--- src/lct_pkg.sv ---
package lct_pkg;

    localparam int VAL_W      = 32;
    localparam int EXP_W      = 32;
    localparam int CNT_W      = 32;
    localparam int SAV_W      = 48;
    localparam int TTL_W      = 16;
    localparam int MAXE_W     = 7;
    localparam int CMD_W      = 2;
    localparam int CFG_IDX_W  = 2;
    localparam int CFG_DATA_W = 16;
    localparam int KEY_IN_W   = 64;
    localparam int COUNT_W    = 7;

    typedef enum logic [CMD_W-1:0] {
        CMD_LOOKUP = 2'd0,
        CMD_INSERT = 2'd1,
        CMD_TICK   = 2'd2,
        CMD_CLEAR  = 2'd3
    } t_cmd;

    typedef enum logic [CFG_IDX_W-1:0] {
        REG_ENABLE      = 2'd0,
        REG_MAX_ENTRIES = 2'd1,
        REG_TTL         = 2'd2
    } t_reg_idx;

    // operation applied by every cell in the same cycle
    typedef enum logic [2:0] {
        OP_NONE    = 3'd0,
        OP_DROP    = 3'd1,
        OP_PROMOTE = 3'd2,
        OP_EVICT   = 3'd3,
        OP_STORE   = 3'd4,
        OP_CLEAR   = 3'd5
    } t_op;

    typedef struct packed {
        t_op  kind;
        logic shift;
        logic load;
    } t_cell_ctl;

    typedef enum logic [3:0] {
        S_IDLE,
        S_LOOK,
        S_LOOK_END,
        S_KEY,
        S_KEY_END,
        S_EVICT,
        S_SWEEP,
        S_SWEEP_END,
        S_STORE,
        S_DONE
    } t_state;

    function automatic logic [CNT_W-1:0] sat_inc(input logic [CNT_W-1:0] v);
        sat_inc = (v == '1) ? v : v + 1'b1;
    endfunction

endpackage

--- src/lct_cell.sv ---
module lct_cell #(
    parameter int KEY_BITS = 64,
    parameter int RANK_W   = 6,
    parameter bit IS_TAIL  = 1'b0
) (
    input  logic                       i_clk,
    input  logic                       i_rst_n,
    input  lct_pkg::t_cell_ctl         i_ctl,
    input  logic [RANK_W-1:0]          i_op_rank,
    input  logic                       i_nb_valid,
    input  logic [RANK_W-1:0]          i_nb_rank,
    input  logic [KEY_BITS-1:0]        i_nb_key,
    input  logic [lct_pkg::VAL_W-1:0]  i_nb_val,
    input  logic [lct_pkg::VAL_W-1:0]  i_nb_cost,
    input  logic [lct_pkg::EXP_W-1:0]  i_nb_exp,
    input  logic [KEY_BITS-1:0]        i_ld_key,
    input  logic [lct_pkg::VAL_W-1:0]  i_ld_val,
    input  logic [lct_pkg::VAL_W-1:0]  i_ld_cost,
    input  logic [lct_pkg::EXP_W-1:0]  i_ld_exp,
    output logic                       o_u_valid,
    output logic [RANK_W-1:0]          o_u_rank,
    output logic [KEY_BITS-1:0]        o_u_key,
    output logic [lct_pkg::VAL_W-1:0]  o_u_val,
    output logic [lct_pkg::VAL_W-1:0]  o_u_cost,
    output logic [lct_pkg::EXP_W-1:0]  o_u_exp,
    output logic                       o_q_valid
);
    import lct_pkg::*;

    logic                r_valid, n_valid;
    logic [RANK_W-1:0]   r_rank, n_rank;
    logic [KEY_BITS-1:0] r_key, n_key;
    logic [VAL_W-1:0]    r_val, n_val;
    logic [VAL_W-1:0]    r_cost, n_cost;
    logic [EXP_W-1:0]    r_exp, n_exp;

    logic                u_valid;
    logic [RANK_W-1:0]   u_rank;

    // updated entry before the ring shift; the tail holds the entry just shifted in from the head
    always_comb begin
        u_valid = r_valid;
        u_rank  = r_rank;
        unique case (i_ctl.kind)
            OP_NONE: begin
            end
            OP_DROP: begin
                if (IS_TAIL) begin
                    u_valid = 1'b0;
                end else if (r_valid && r_rank > i_op_rank) begin
                    u_rank = r_rank - 1'b1;
                end
            end
            OP_PROMOTE: begin
                if (IS_TAIL) begin
                    u_rank = '0;
                end else if (r_valid && r_rank < i_op_rank) begin
                    u_rank = r_rank + 1'b1;
                end
            end
            OP_EVICT: begin
                if (r_valid && r_rank == i_op_rank) begin
                    u_valid = 1'b0;
                end
            end
            OP_STORE: begin
                if (r_valid) begin
                    u_rank = r_rank + 1'b1;
                end
            end
            OP_CLEAR: begin
                u_valid = 1'b0;
                u_rank  = '0;
            end
            default: begin
            end
        endcase
    end

    always_comb begin
        if (i_ctl.shift) begin
            n_valid = i_nb_valid;
            n_rank  = i_nb_rank;
            n_key   = i_nb_key;
            n_val   = i_nb_val;
            n_cost  = i_nb_cost;
            n_exp   = i_nb_exp;
        end else if (i_ctl.load) begin
            n_valid = 1'b1;
            n_rank  = '0;
            n_key   = i_ld_key;
            n_val   = i_ld_val;
            n_cost  = i_ld_cost;
            n_exp   = i_ld_exp;
        end else begin
            n_valid = u_valid;
            n_rank  = u_rank;
            n_key   = r_key;
            n_val   = r_val;
            n_cost  = r_cost;
            n_exp   = r_exp;
        end
    end

    always_ff @(posedge i_clk) begin
        if (!i_rst_n) begin
            r_valid <= 1'b0;
            r_rank  <= '0;
        end else begin
            r_valid <= n_valid;
            r_rank  <= n_rank;
        end
    end

    always_ff @(posedge i_clk) begin
        r_key  <= n_key;
        r_val  <= n_val;
        r_cost <= n_cost;
        r_exp  <= n_exp;
    end

    assign o_u_valid = u_valid;
    assign o_u_rank  = u_rank;
    assign o_u_key   = r_key;
    assign o_u_val   = r_val;
    assign o_u_cost  = r_cost;
    assign o_u_exp   = r_exp;
    assign o_q_valid = r_valid;

endmodule

--- config.mk ---
export PLATFORM = sky130hd
export DESIGN_NAME = lct_cell
export DESIGN_NICKNAME = d
export VERILOG_FILES = /design/src/lct_pkg.sv /design/src/lct_cell.sv
export SDC_FILE = /design/constraint.sdc
export NUM_CORES = 1
export LEC_CHECK = 0
export BUFFER_PORTS_ARGS = -buffer_cell sky130_fd_sc_hd__buf_4
export CORE_AREA = 5 5 196 198
export CTS_CLUSTER_SIZE = 16
export DETAILED_ROUTE_END_ITERATION = 12
export DIE_AREA = 0 0 201 203
export PLACE_DENSITY = 0.45
export SLEW_MARGIN = 20
export SYNTH_ARGS = -nofsm -noshare
export SYNTH_HDL_FRONTEND = slang
export SYNTH_SLANG_ARGS = --single-unit
--- constraint.sdc ---
create_clock -name i_clk -period 6 [get_ports i_clk]
set_input_delay 1.5 -clock i_clk [delete_from_list [all_inputs] [get_ports i_clk]]
set_output_delay 1.5 -clock i_clk [all_outputs]
set_load 0.01 [all_outputs]
==> metrics.md <==
| Metric | Value |
|---|---|
| Commonest non-fill, non-tap cells in the layout | buf_4, mux2_2, edfxtp_1 |
| Fillers | 3,619 |
| Worst-path cell chain | buf_4, inv_1, ha_1, a21oi_1, o21a_1, nand3_1, mux2_1, a221oi_2, nor2_1, buf_4 |
| Hold Path Class | reg2reg |
| Initial core utilization | 0.2146 |
| Post-DP HPWL | 23,470 um |
| Die H | 203 um |
| Critical Path Max Stage Delay | 0.39 ns |
| Die area | approximately 40,000 um2 |
| Post-route setup TNS | 0 ns |
| CORE AREA | 36,350 um2 |
| CTS Buf Count | 17 |
| Register area share after synthesis | 0.6339 |
| CTS tree | done |
| Detailed Route WL | around 30,000 um |
| LEAKAGE | 5.443 nW |
| Synthesized instance count | 492 |
| Initial antenna violation count | 0 |
| Hold-fix buffers, CTS | 0 |
| GR Overflow Total | 0 |
| Post-route ant nets | 0 |
| GRT Total Usage | 0.1395 |
| PostCTS Resize Cnt | 0 |
| Post-synth cell types | 54 |
| Most common cell on crit path | buf_4 |
| First-pass GRT wire length | 42,600 um |
| Vias | a little over 6,000 |
| Die width | 201 um |
| Cell taking the most area after synthesis | edfxtp_1 |
| 1st-pass router iterations | 4 |
| Post-synth top area share | 0.6160 |
| IO Pins | 508 |
| Leading register cell type out of synthesis | edfxtp_1 |
| Fraction of registers with async set/reset | 0 |
| Port-buffer cells | 507 |
| Std-Cell Rows | 70 |
| Slowest cell on the critical path | o21a_1 |
| Leading cell type in the layout, fill and taps excluded | buf_4 |
| Worst-path maximum fanout | 11 |
| Skew final | 0.002261 ns |
| Max Cap Viol | 0 |
| Share of cells above drive strength 1 | 0.7124 |
| EDFF count, synth | 160 |
| Period utilisation layout | 0.8434 |
| Status | finished, final reports clean |
| Pwr Density | 252.0 nW/um2 |
| CP Capture Type | primary output |
| Top area cells in the synthesized netlist | edfxtp_1, mux2_2, dfxtp_1 |
| H-tree depth | 4 |
| Slew HR | 0.4698 |
| Post-CTS setup buffer count | 0 |
| GPL Wtd Cong | 0.8215 |
| Root Buffer | clkbuf_16 |
| CTS Sinks | 167 |
| Final Hold Viols | 0 |
| Largest net degree at the start of global routing | 118 |
| Crit path launch type | input pin |
| RSZ-0062 raised after global routing | false |
| Min Tclk post-route | ~5.1 ns |
| Synth Register Bits | between 150 and 200 |
| Final #Nets | 1,340 |
| Maximum vdd drop | roughly 0.00019 V |
| Diodes inserted | 0 |
| Utilization of the core after routing | 0.3484 |
| Warnings from Yosys | 0 |
| CP Class | in2out |
| P&R area growth vs syn | 62.37% |
| Syn Std Cell Area | 7800 um2 |
| Via-to-Cell Ratio | 4.132 |
| Worst-path clk slew | 0.07 ns |
| Slew of the pin with the lowest slew margin | just under 0.8 ns |
| CTS Buffer Depth | 2 |
| Worst EP arrival | between 3 and 4 ns |
| Worst skew pair latency | 0.44 ns |
| Final setup fails | 0 |
| Mean Syn Cell Area | 15.85 um2 |
| CP required | 4.50 ns |
| Net Count, Synth | 840 |
| # DRC | 0 |
| Drt wl/cell | 20.04 um |
| Worst Path Buf+Inv | 3 |
| Top delay family on crit path | compound AO/OA/AOI/OAI gates |
| Starting DRT DRC Count | 263 |
| Slew Viols, Final | 0 |
| Vias in the first global route | 6,575 |
| Maximum clock rate | 197.6 MHz |
-- stage by stage --
step / instance area [um2] / setup WS [ns] / hold slack [ns] / cells / total power [mW]
5_1_grt: 12660 / 0.7590 / 0.7746 / 1473 / 3.353
4_1_cts: 12660 / 0.9594 / 0.7080 / 1473 / 3.258
3_5_place_dp: 12110 / 0.9600 / 0.6967 / 1441 / 2.169
2_1_floorplan: 7800 / 0.3609 / 0.6079 / 492 / 1.732
3_3_place_gp: 12110 / 0.9790 / 0.7057 / 1441 / 2.171
6_report: 12660 / 0.9399 / 0.7105 / 1473 / 3.192
-- cell families (layout without fill, tap and decap cells) --
group                      Yosys count  in the layout  share of synthesized area
DFF                                167            167                     0.6339
muxes                              165            165                     0.2377
and+or+nand+nor                     61             61                    0.04058
AOI/OAI and AO/OA                   44             44                    0.04572
buffers and inverters               42            555                    0.02358
adders and majority gates            8              8                    0.01283
xor gates and xnor gates             5              5                   0.005614
-- report_power, final --
part	switching, mW	internal (mW)
clock	0.490	0.571
sequential	0.0418	1.42
combinational	0.280	0.387
total	0.812	2.38
-- worst min-delay path, cell delays in order (launching register included) --
cell     delay (ns)
dfxtp_1        0.40
nor2_1         0.17
o31ai_1        0.08
-- cell usage after synthesis (2+ instances only) --
master      n
nand2_1    15
a211oi_1    3
a22o_1      2
a21o_1      2
buf_2      11
xnor2_1     4
nor2b_1     2
and2_1      2
dfxtp_1     7
nand2b_1    3
and3_1      6
nor2_1     18
buf_1       2
mux2i_1     3
clkbuf_1   13
nand3_1     3
a21oi_1     4
a211oi_2    2
inv_1      13
nand4_1     2
o21ai_0     5
a31oi_1     4
ha_1        8
mux2_2    161
o31ai_1     5
o211ai_1    3
or2_2       3
edfxtp_1  160
-- final timing paths --
check	from	to	slack, ns	cells past startpoint
setup / recovery	i_op_rank[5]	o_u_rank[2]	0.94	10
hold reg to reg	r_rank[1]	r_rank[1]	0.71	2
hold / removal	r_rank[1]	r_rank[1]	0.71	2
setup reg to reg	r_rank[3]	r_rank[2]	3.37	7
-- routing by layer --
metal / up-vias / global-route usage / routed length, um
met1: 2867 / 0.1582 / 11260
li1: 2900 / - / -
met5: - / 0 / 0
met3: 21 / 0.05654 / 2691
met4: 0 / 0.04179 / 431
met2: 298 / 0.2422 / 15140
-- layout make-up --
class	count	area [um2]	share of cell area
Timing Repair Buffer	510	3857	0.3046
Clock buffer	17	425.4	0.03359
Sequential cell	167	4945	0.3904
Multi-Input combinational cell	283	2671	0.2109
Inverter	13	53.80	0.004248
Tap cell	468	585.6	0.04624
Clock inverter	15	126.4	0.009978
-- sequential cells by signal, indices dropped and copies added (netlist names) --
register / cells
o_u_val: 32
o_u_key: 64
o_u_exp: 32
o_q_valid: 1
r_rank: 6
o_u_cost: 32
Note: power is estimated with default switching activity, not from simulation.
