**src/lct_pkg.sv**
```systemverilog
package lct_pkg;

    localparam int VAL_W      = 32;
    localparam int EXP_W      = 32;
    localparam int CNT_W      = 32;
    localparam int SAV_W      = 48;
    localparam int TTL_W      = 16;
    localparam int MAXE_W     = 7;
    localparam int CMD_W      = 2;
    localparam int CFG_IDX_W  = 2;
    localparam int CFG_DATA_W = 16;
    localparam int KEY_IN_W   = 64;
    localparam int COUNT_W    = 7;

    typedef enum logic [CMD_W-1:0] {
        CMD_LOOKUP = 2'd0,
        CMD_INSERT = 2'd1,
        CMD_TICK   = 2'd2,
        CMD_CLEAR  = 2'd3
    } t_cmd;

    typedef enum logic [CFG_IDX_W-1:0] {
        REG_ENABLE      = 2'd0,
        REG_MAX_ENTRIES = 2'd1,
        REG_TTL         = 2'd2
    } t_reg_idx;

    // operation applied by every cell in the same cycle
    typedef enum logic [2:0] {
        OP_NONE    = 3'd0,
        OP_DROP    = 3'd1,
        OP_PROMOTE = 3'd2,
        OP_EVICT   = 3'd3,
        OP_STORE   = 3'd4,
        OP_CLEAR   = 3'd5
    } t_op;

    typedef struct packed {
        t_op  kind;
        logic shift;
        logic load;
    } t_cell_ctl;

    typedef enum logic [3:0] {
        S_IDLE,
        S_LOOK,
        S_LOOK_END,
        S_KEY,
        S_KEY_END,
        S_EVICT,
        S_SWEEP,
        S_SWEEP_END,
        S_STORE,
        S_DONE
    } t_state;

    function automatic logic [CNT_W-1:0] sat_inc(input logic [CNT_W-1:0] v);
        sat_inc = (v == '1) ? v : v + 1'b1;
    endfunction

endpackage

```
**src/lct_ctrl.sv**
```systemverilog
module lct_ctrl #(
    parameter int ENTRIES  = 64,
    parameter int KEY_BITS = 64
) (
    input  logic                            i_clk,
    input  logic                            i_rst_n,
    input  logic                            i_cfg_wr_en,
    input  logic [lct_pkg::CFG_IDX_W-1:0]   i_cfg_index,
    input  logic [lct_pkg::CFG_DATA_W-1:0]  i_cfg_wdata,
    input  logic                            i_in_valid,
    output logic                            o_in_ready,
    input  logic [lct_pkg::CMD_W-1:0]       i_command,
    input  logic [KEY_BITS-1:0]             i_key,
    input  logic [lct_pkg::VAL_W-1:0]       i_value_handle,
    input  logic [lct_pkg::VAL_W-1:0]       i_cost,
    input  logic                            i_no_store,
    output logic                            o_out_valid,
    input  logic                            i_out_ready,
    output logic                            o_hit,
    output logic [lct_pkg::VAL_W-1:0]       o_value_out,
    output logic [lct_pkg::COUNT_W-1:0]     o_entry_count,
    output logic [lct_pkg::CNT_W-1:0]       o_hit_total,
    output logic [lct_pkg::CNT_W-1:0]       o_miss_total,
    output logic [lct_pkg::CNT_W-1:0]       o_eviction_total,
    output logic [lct_pkg::SAV_W-1:0]       o_savings_total,
    input  logic                            i_head_valid,
    input  logic [$clog2(ENTRIES)-1:0]      i_head_rank,
    input  logic [KEY_BITS-1:0]             i_head_key,
    input  logic [lct_pkg::VAL_W-1:0]       i_head_val,
    input  logic [lct_pkg::VAL_W-1:0]       i_head_cost,
    input  logic [lct_pkg::EXP_W-1:0]       i_head_exp,
    input  logic                            i_head_q_valid,
    output lct_pkg::t_cell_ctl              o_ctl,
    output logic [$clog2(ENTRIES)-1:0]      o_op_rank,
    output logic [KEY_BITS-1:0]             o_ld_key,
    output logic [lct_pkg::VAL_W-1:0]       o_ld_val,
    output logic [lct_pkg::VAL_W-1:0]       o_ld_cost,
    output logic [lct_pkg::EXP_W-1:0]       o_ld_exp
);
    import lct_pkg::*;

    localparam int RANK_W = $clog2(ENTRIES);
    localparam int OCC_W  = $clog2(ENTRIES + 1);

    t_state              r_state, n_state;
    logic                r_enable, n_enable;
    logic [MAXE_W-1:0]   r_max, n_max;
    logic [TTL_W-1:0]    r_ttl, n_ttl;
    logic [KEY_BITS-1:0] r_key, n_key;
    logic [VAL_W-1:0]    r_val, n_val;
    logic [VAL_W-1:0]    r_cost, n_cost;
    t_op                 r_pend, n_pend;
    logic [RANK_W-1:0]   r_pend_rank, n_pend_rank;
    logic [RANK_W-1:0]   r_cnt, n_cnt;
    logic [OCC_W-1:0]    r_occ, n_occ;
    logic [EXP_W-1:0]    r_time, n_time;
    logic [CNT_W-1:0]    r_hits, n_hits;
    logic [CNT_W-1:0]    r_misses, n_misses;
    logic [CNT_W-1:0]    r_evicts, n_evicts;
    logic [SAV_W-1:0]    r_sav, n_sav;
    logic                r_hit, n_hit;
    logic [VAL_W-1:0]    r_value, n_value;
    logic                r_out_valid, n_out_valid;

    t_cmd                in_cmd;
    logic                accept;
    logic                last;
    logic [OCC_W-1:0]    cap;
    logic                evict_go;
    logic                sweep_go;
    logic                head_match;
    logic                head_expired;
    logic [EXP_W:0]      exp_sum;
    logic [SAV_W:0]      sav_sum;

    assign in_cmd       = t_cmd'(i_command);
    assign o_in_ready   = (r_state == S_IDLE) && !r_out_valid;
    assign accept       = i_in_valid && o_in_ready;
    assign last         = (r_cnt == RANK_W'(ENTRIES - 1));
    assign head_match   = i_head_valid && (i_head_key == r_key);
    assign head_expired = r_time > i_head_exp;
    assign exp_sum      = {1'b0, r_time} + (EXP_W + 1)'(r_ttl);
    assign sav_sum      = {1'b0, r_sav} + (SAV_W + 1)'(i_head_cost);

    // capacity in use, clamped to one and to the built entry count
    always_comb begin
        if (r_max == '0) begin
            cap = OCC_W'(1);
        end else if (32'(r_max) > 32'(ENTRIES)) begin
            cap = OCC_W'(ENTRIES);
        end else begin
            cap = OCC_W'(r_max);
        end
    end

    assign evict_go = (r_occ >= cap) && (r_occ != '0);
    assign sweep_go = r_occ > (cap >> 1);

    // next state
    always_comb begin
        n_state = r_state;
        unique case (r_state)
            S_IDLE: begin
                if (accept) begin
                    unique case (in_cmd)
                        CMD_LOOKUP: n_state = r_enable ? S_LOOK : S_DONE;
                        CMD_INSERT: n_state = (r_enable && !i_no_store) ? S_KEY : S_DONE;
                        CMD_TICK:   n_state = S_DONE;
                        CMD_CLEAR:  n_state = S_DONE;
                        default:    n_state = S_DONE;
                    endcase
                end
            end
            S_LOOK:      if (last) n_state = S_LOOK_END;
            S_LOOK_END:  n_state = S_DONE;
            S_KEY:       if (last) n_state = S_KEY_END;
            S_KEY_END:   n_state = S_EVICT;
            S_EVICT: begin
                if (!evict_go) begin
                    n_state = sweep_go ? S_SWEEP : S_STORE;
                end
            end
            S_SWEEP:     if (last) n_state = S_SWEEP_END;
            S_SWEEP_END: n_state = S_STORE;
            S_STORE:     if (!i_head_q_valid) n_state = S_DONE;
            S_DONE:      n_state = S_IDLE;
            default:     n_state = S_IDLE;
        endcase
    end

    // cell row control
    always_comb begin
        o_ctl     = '{kind: OP_NONE, shift: 1'b0, load: 1'b0};
        o_op_rank = r_pend_rank;
        unique case (r_state)
            S_IDLE: begin
                if (accept && in_cmd == CMD_CLEAR) begin
                    o_ctl.kind = OP_CLEAR;
                end
            end
            S_LOOK, S_KEY, S_SWEEP: begin
                o_ctl.kind  = r_pend;
                o_ctl.shift = 1'b1;
            end
            S_LOOK_END, S_KEY_END, S_SWEEP_END: begin
                o_ctl.kind = r_pend;
            end
            S_EVICT: begin
                if (evict_go) begin
                    o_ctl.kind = OP_EVICT;
                    o_op_rank  = RANK_W'(r_occ - 1'b1);
                end
            end
            S_STORE: begin
                if (i_head_q_valid) begin
                    o_ctl.shift = 1'b1;
                end else begin
                    o_ctl.kind = OP_STORE;
                    o_ctl.load = 1'b1;
                end
            end
            S_DONE: begin
            end
            default: begin
            end
        endcase
    end

    assign o_ld_key  = r_key;
    assign o_ld_val  = r_val;
    assign o_ld_cost = r_cost;
    assign o_ld_exp  = exp_sum[EXP_W] ? '1 : exp_sum[EXP_W-1:0];

    // datapath
    always_comb begin
        n_enable    = r_enable;
        n_max       = r_max;
        n_ttl       = r_ttl;
        n_key       = r_key;
        n_val       = r_val;
        n_cost      = r_cost;
        n_pend      = r_pend;
        n_pend_rank = r_pend_rank;
        n_cnt       = r_cnt;
        n_occ       = r_occ;
        n_time      = r_time;
        n_hits      = r_hits;
        n_misses    = r_misses;
        n_evicts    = r_evicts;
        n_sav       = r_sav;
        n_hit       = r_hit;
        n_value     = r_value;
        n_out_valid = r_out_valid;

        if (r_out_valid && i_out_ready) begin
            n_out_valid = 1'b0;
        end

        if (i_cfg_wr_en) begin
            unique case (t_reg_idx'(i_cfg_index))
                REG_ENABLE:      n_enable = i_cfg_wdata[0];
                REG_MAX_ENTRIES: n_max    = i_cfg_wdata[MAXE_W-1:0];
                REG_TTL:         n_ttl    = i_cfg_wdata[TTL_W-1:0];
                default: begin
                end
            endcase
        end

        unique case (r_state)
            S_IDLE: begin
                if (accept) begin
                    n_key   = i_key;
                    n_val   = i_value_handle;
                    n_cost  = i_cost;
                    n_hit   = 1'b0;
                    n_value = '0;
                    n_pend  = OP_NONE;
                    n_cnt   = '0;
                    unique case (in_cmd)
                        CMD_LOOKUP: if (!r_enable) n_misses = sat_inc(r_misses);
                        CMD_INSERT: begin
                        end
                        CMD_TICK:   n_time = sat_inc(r_time);
                        CMD_CLEAR:  n_occ = '0;
                        default: begin
                        end
                    endcase
                end
            end
            S_LOOK: begin
                n_cnt  = r_cnt + 1'b1;
                n_pend = OP_NONE;
                if (head_match) begin
                    n_pend_rank = i_head_rank;
                    if (head_expired) begin
                        n_pend = OP_DROP;
                        n_occ  = r_occ - 1'b1;
                    end else begin
                        n_pend  = OP_PROMOTE;
                        n_hit   = 1'b1;
                        n_value = i_head_val;
                        n_hits  = sat_inc(r_hits);
                        n_sav   = sav_sum[SAV_W] ? '1 : sav_sum[SAV_W-1:0];
                    end
                end
            end
            S_LOOK_END: begin
                n_pend = OP_NONE;
                if (!r_hit) n_misses = sat_inc(r_misses);
            end
            S_KEY: begin
                n_cnt  = r_cnt + 1'b1;
                n_pend = OP_NONE;
                if (head_match) begin
                    n_pend      = OP_DROP;
                    n_pend_rank = i_head_rank;
                    n_occ       = r_occ - 1'b1;
                end
            end
            S_KEY_END: begin
                n_pend = OP_NONE;
            end
            S_EVICT: begin
                n_cnt = '0;
                if (evict_go) begin
                    n_occ    = r_occ - 1'b1;
                    n_evicts = sat_inc(r_evicts);
                end
            end
            S_SWEEP: begin
                n_cnt  = r_cnt + 1'b1;
                n_pend = OP_NONE;
                if (i_head_valid && head_expired) begin
                    n_pend      = OP_DROP;
                    n_pend_rank = i_head_rank;
                    n_occ       = r_occ - 1'b1;
                    n_evicts    = sat_inc(r_evicts);
                end
            end
            S_SWEEP_END: begin
                n_pend = OP_NONE;
            end
            S_STORE: begin
                if (!i_head_q_valid) n_occ = r_occ + 1'b1;
            end
            S_DONE: begin
                n_out_valid = 1'b1;
            end
            default: begin
            end
        endcase
    end

    always_ff @(posedge i_clk) begin
        if (!i_rst_n) begin
            r_state     <= S_IDLE;
            r_enable    <= 1'b1;
            r_max       <= MAXE_W'(64);
            r_ttl       <= TTL_W'(3600);
            r_pend      <= OP_NONE;
            r_cnt       <= '0;
            r_occ       <= '0;
            r_time      <= '0;
            r_hits      <= '0;
            r_misses    <= '0;
            r_evicts    <= '0;
            r_sav       <= '0;
            r_hit       <= 1'b0;
            r_value     <= '0;
            r_out_valid <= 1'b0;
        end else begin
            r_state     <= n_state;
            r_enable    <= n_enable;
            r_max       <= n_max;
            r_ttl       <= n_ttl;
            r_pend      <= n_pend;
            r_cnt       <= n_cnt;
            r_occ       <= n_occ;
            r_time      <= n_time;
            r_hits      <= n_hits;
            r_misses    <= n_misses;
            r_evicts    <= n_evicts;
            r_sav       <= n_sav;
            r_hit       <= n_hit;
            r_value     <= n_value;
            r_out_valid <= n_out_valid;
        end
    end

    always_ff @(posedge i_clk) begin
        r_key       <= n_key;
        r_val       <= n_val;
        r_cost      <= n_cost;
        r_pend_rank <= n_pend_rank;
    end

    assign o_out_valid      = r_out_valid;
    assign o_hit            = r_hit;
    assign o_value_out      = r_value;
    assign o_entry_count    = COUNT_W'(r_occ);
    assign o_hit_total      = r_hits;
    assign o_miss_total     = r_misses;
    assign o_eviction_total = r_evicts;
    assign o_savings_total  = r_sav;

endmodule

```
**config.mk**
```make
export PLATFORM = sky130hd
export DESIGN_NAME = lct_ctrl
export DESIGN_NICKNAME = d
export VERILOG_FILES = /design/src/lct_pkg.sv /design/src/lct_ctrl.sv
export SDC_FILE = /design/constraint.sdc
export NUM_CORES = 1
export LEC_CHECK = 0
export CORE_AREA = 2 2 262 264
export CTS_CLUSTER_SIZE = 28
export DETAILED_ROUTE_END_ITERATION = 10
export DIE_AREA = 0 0 264 266
export DONT_BUFFER_PORTS = 1
export SYNTH_ARGS = -nofsm -noshare
export SYNTH_HDL_FRONTEND = slang
export SYNTH_SLANG_ARGS = --single-unit
```
**constraint.sdc**
```tcl
create_clock -name i_clk -period 11.3 [get_ports i_clk]
set_input_delay 1.695 -clock i_clk [delete_from_list [all_inputs] [get_ports i_clk]]
set_output_delay 1.695 -clock i_clk [all_outputs]
set_load 0.02 [all_outputs]
```
==> summary.txt <==
Place
  – GP Congestion: 1.260
  – Dpl ws: 5610 ps
  – Port Buffers: 0
  – Dpl cell area: 0.02060 sq mm
  – Dpl cells: 2921
  – DP HPWL: 55.76 mm

Synth
  – Post-synth EDFFs: 134
  – Gate Count Post-Synth: 2123
  – Adder-Cell Fraction of Synth Area: 6.518%
  – Post-synth top flop: dfxtp_1
  – Post-synth ARST share: 0%
  – Synth Area in Compound Gates: 14.24%
  – Avg Cell Area, Syn: 9.332 sq um
  – Yosys top cell area share: 25.57%
  – Main area contributors after synthesis: dfxtp_1, edfxtp_1, ha_1
  – Main combinational cell family by area after synthesis: simple AND/OR/NAND/NOR gates
  – Simple-Gate Fraction of Synth Area: 20.10%
  – Post-synthesis xor/xnor area fraction: 8.798%
  – #FFs+latches synth: 387
  – Post-Syn Area: 0.01981 sq mm
  – Post-synth top area cell: dfxtp_1
  – Syn Nets: 2547
  – Synthesis warning total: 0
  – Mux cell area share after synthesis: 1.086%
  – Sequential-to-total area share from yosys stat: 45.88%
  – Cell variety after synth: 86

Setup path
  – CP Capture Type: primary output
  – R2R Setup Slk: 7150 ps
  – Startpoint types: flop
  – FF-to-FF path depth: 10
  – CP arrival: 4550 ps
  – Reg2reg start: o_ld_key[31]
  – R2r endpoint: o_value_out[19]
  – Critical Path Fanout Max: 24
  – Setup CP Type: reg -> out
  – Required time worst endpoint: 9610 ps

Finish
  – Share of cells above drive strength 1: 5.708%
  – Fin cells: 3009
  – Final instance area: 0.02219 sq mm
  – Area grow syn2layout: 11.99%
  – Nets: 2509

Clocking
  – Htree depth: 2
  – Worst-skew pair later-pin latency: 570 ps
  – Number of setup buffers added after CTS: 0
  – CTS buffer count: 44
  – CTS root buf: clkbuf_16
  – Clock tree buffer depth: 3
  – Post-CTS Hold Fix Bufs: 0
  – Clk slew on worst S/H paths: 60 ps
  – TritonCTS clock tree: done
  – Post-cts repair resize count: 0
  – Sinks on Clock Net: 387

STA
  – Fmax: 0.1601 GHz
  – Unrepaired setup endpoints after global routing: no
  – Fin worst setup slack: 5053 ps
  – Tcrit/Tclk final: 55.28%
  – Slew headroom: 24.41%
  – Max Slew Vio Count: 0
  – Setup Skew: 17.80 ps
  – Fin. Hold Viols: 0
  – Tmin final: 6247 ps
  – Endpoints failing setup: 0
  – Setup TNS: 0 ps
  – Worst hold slack: 470.5 ps
  – Worst-margin pin slew: 1122 ps

Floorplanning
  – IO Pins: 679
  – Die footprint: 0.07022 sq mm
  – Row cnt: 96
  – Initial core utilization: 29.24%
  – Die H: 266 microns
  – Die Wd: 264 microns
  – Core area: 0.06775 sq mm

Route
  – Drt total wl: 71.93 mm
  – DR vias: 16.52k
  – Antenna Nets Post-Route: 0
  – Detailed Routing Iterations Pass 1: 6
  – DRT iter0 DRCs: 1326
  – Vias per cell: 5.491
  – Drt wl/cell: 23.90 microns
  – DRC: 0

Power
  – Worst VDD drop: 0.0002073 V
  – Pwr Density: 192.4 mW/mm^2
  – Leakage: 0.008154 uW

Worst hold path
  – Hold Path Depth: 2
  – Worst hold path type: reg -> reg
  – Hold EP: r_ttl[5]
  – Hold path start: r_ttl[5]

Flow run
  – Max Cap Viol: 0

GRT
  – First-pass GRT wire length: 102.8 mm
  – Initial antenna violation count: 13
  – Largest net degree at the start of global routing: 99
  – Global Route Usage Sum: 19.32%
  – Grt ovf: 0
  – Vias in the first global route: 15.47k

Status
  – Status: finished clean
[worst max path at each step]
stage / endpoint / cells past startpoint / startpoint / slack [ps]
2_1_floorplan: o_ctl[4] / 5 / i_in_valid / 4250
3_5_place_dp: o_ld_exp[31] / 11 / r_time[0] / 5610
5_1_grt: o_ld_exp[31] / 11 / r_time[0] / 4690
4_1_cts: o_ld_exp[31] / 11 / r_time[0] / 4970
6_report: o_ld_exp[31] / 11 / r_time[0] / 5050
3_3_place_gp: o_op_rank[0] / 9 / o_entry_count[0] / 5760
[layer usage]
metal  vias to the layer above  GRT usage (%)  routed length [microns]
li1                       7596              -                        -
met5                         -              0                       92
met2                       806          29.46                    31690
met1                      8004          23.24                    28930
met4                        12          5.006                     1625
met3                       105          11.08                     9586
[through the flow]
stage,power (uW),utilization [%]
after floorplan,2452,-
after global placement,2715,30.41
after detailed placement,2731,30.41
after CTS,4292,32.72
after global routing,4423,32.74
final,4269,32.75
[cell usage after synthesis (41+ instances only)]
cell type  instances
xor2_1           104
ha_1             100
o21ai_0          118
nand4_1           70
nand2_1          209
nor2_1           137
or3_1             41
and3_1            51
xnor2_1           95
a21oi_1          202
inv_1             73
dfxtp_1          253
clkbuf_1          65
nand3_1           94
edfxtp_1         134
[logic make-up (layout without fill, tap and decap cells)]
logic type	count (synthesis)	count (layout)
AND/OR/NAND/NOR	772	772
AO/OA/AOI/OAI	476	476
flip-flops	387	387
XOR/XNOR	199	199
buffers and inverters	166	163
adder cells (fa/ha/maj)	102	102
multiplexers	21	21
other	0	7
[cell type report]
type                    instances  area (sq um)
repair buffers                  8         60.06
inverters                      74         287.8
well taps                     882          1104
clock buffers                  64          1331
multi-input cells            1570         10060
flip-flops and latches        387          9089
clock inverters                17         235.2
diodes                          7         17.52
fillers                      6963         45560
[sequential cells by signal, summed over array words and instances, names as in the netlist, 7 cells and up]
name              flops
o_ld_key             64
o_savings_total      48
o_eviction_total     32
o_hit_total          32
o_ld_cost            32
o_ld_val             32
o_miss_total         32
o_value_out          32
r_time               32
r_ttl                16
o_entry_count         7
r_max                 7
[cells in the final DEF (no fill, tap or decap), drive strengths merged, types with 6 or more instances in the layout]
master,count
nor3,22
o21a,7
o211ai,8
edfxtp,134
a21oi,203
o21bai,6
a31oi,25
nand3,95
nor2b,15
nor4,15
or3,41
diode,7
nor2,138
o311ai,6
a21o,30
o21ai,120
nand2,211
ha,100
and4,13
buf,8
dfxtp,253
mux2i,17
or2,10
clkinv,8
inv,74
and2,34
clkbuf,64
and3,51
nand2b,25
nand4,72
xnor2,95
a211oi,14
or4,6
xor2,104
[power breakdown]
part           internal [uW]  switching, uW
clock network            935            608
logic                    183            424
registers               1680            438
[worst max-delay path, stage by stage (launching register included)]
cell       delay [ps]
dfxtp_1           420
ha_1              230
inv_1              70
fa_1              390
nand2b_1          170
a21oi_1           200
o211a_1           190
o2111ai_1         150
a21oi_1           210
o31a_1            460
nand3_1           750
a31oi_1           740
No activity file was read; power rests on OpenSTA's default activity.
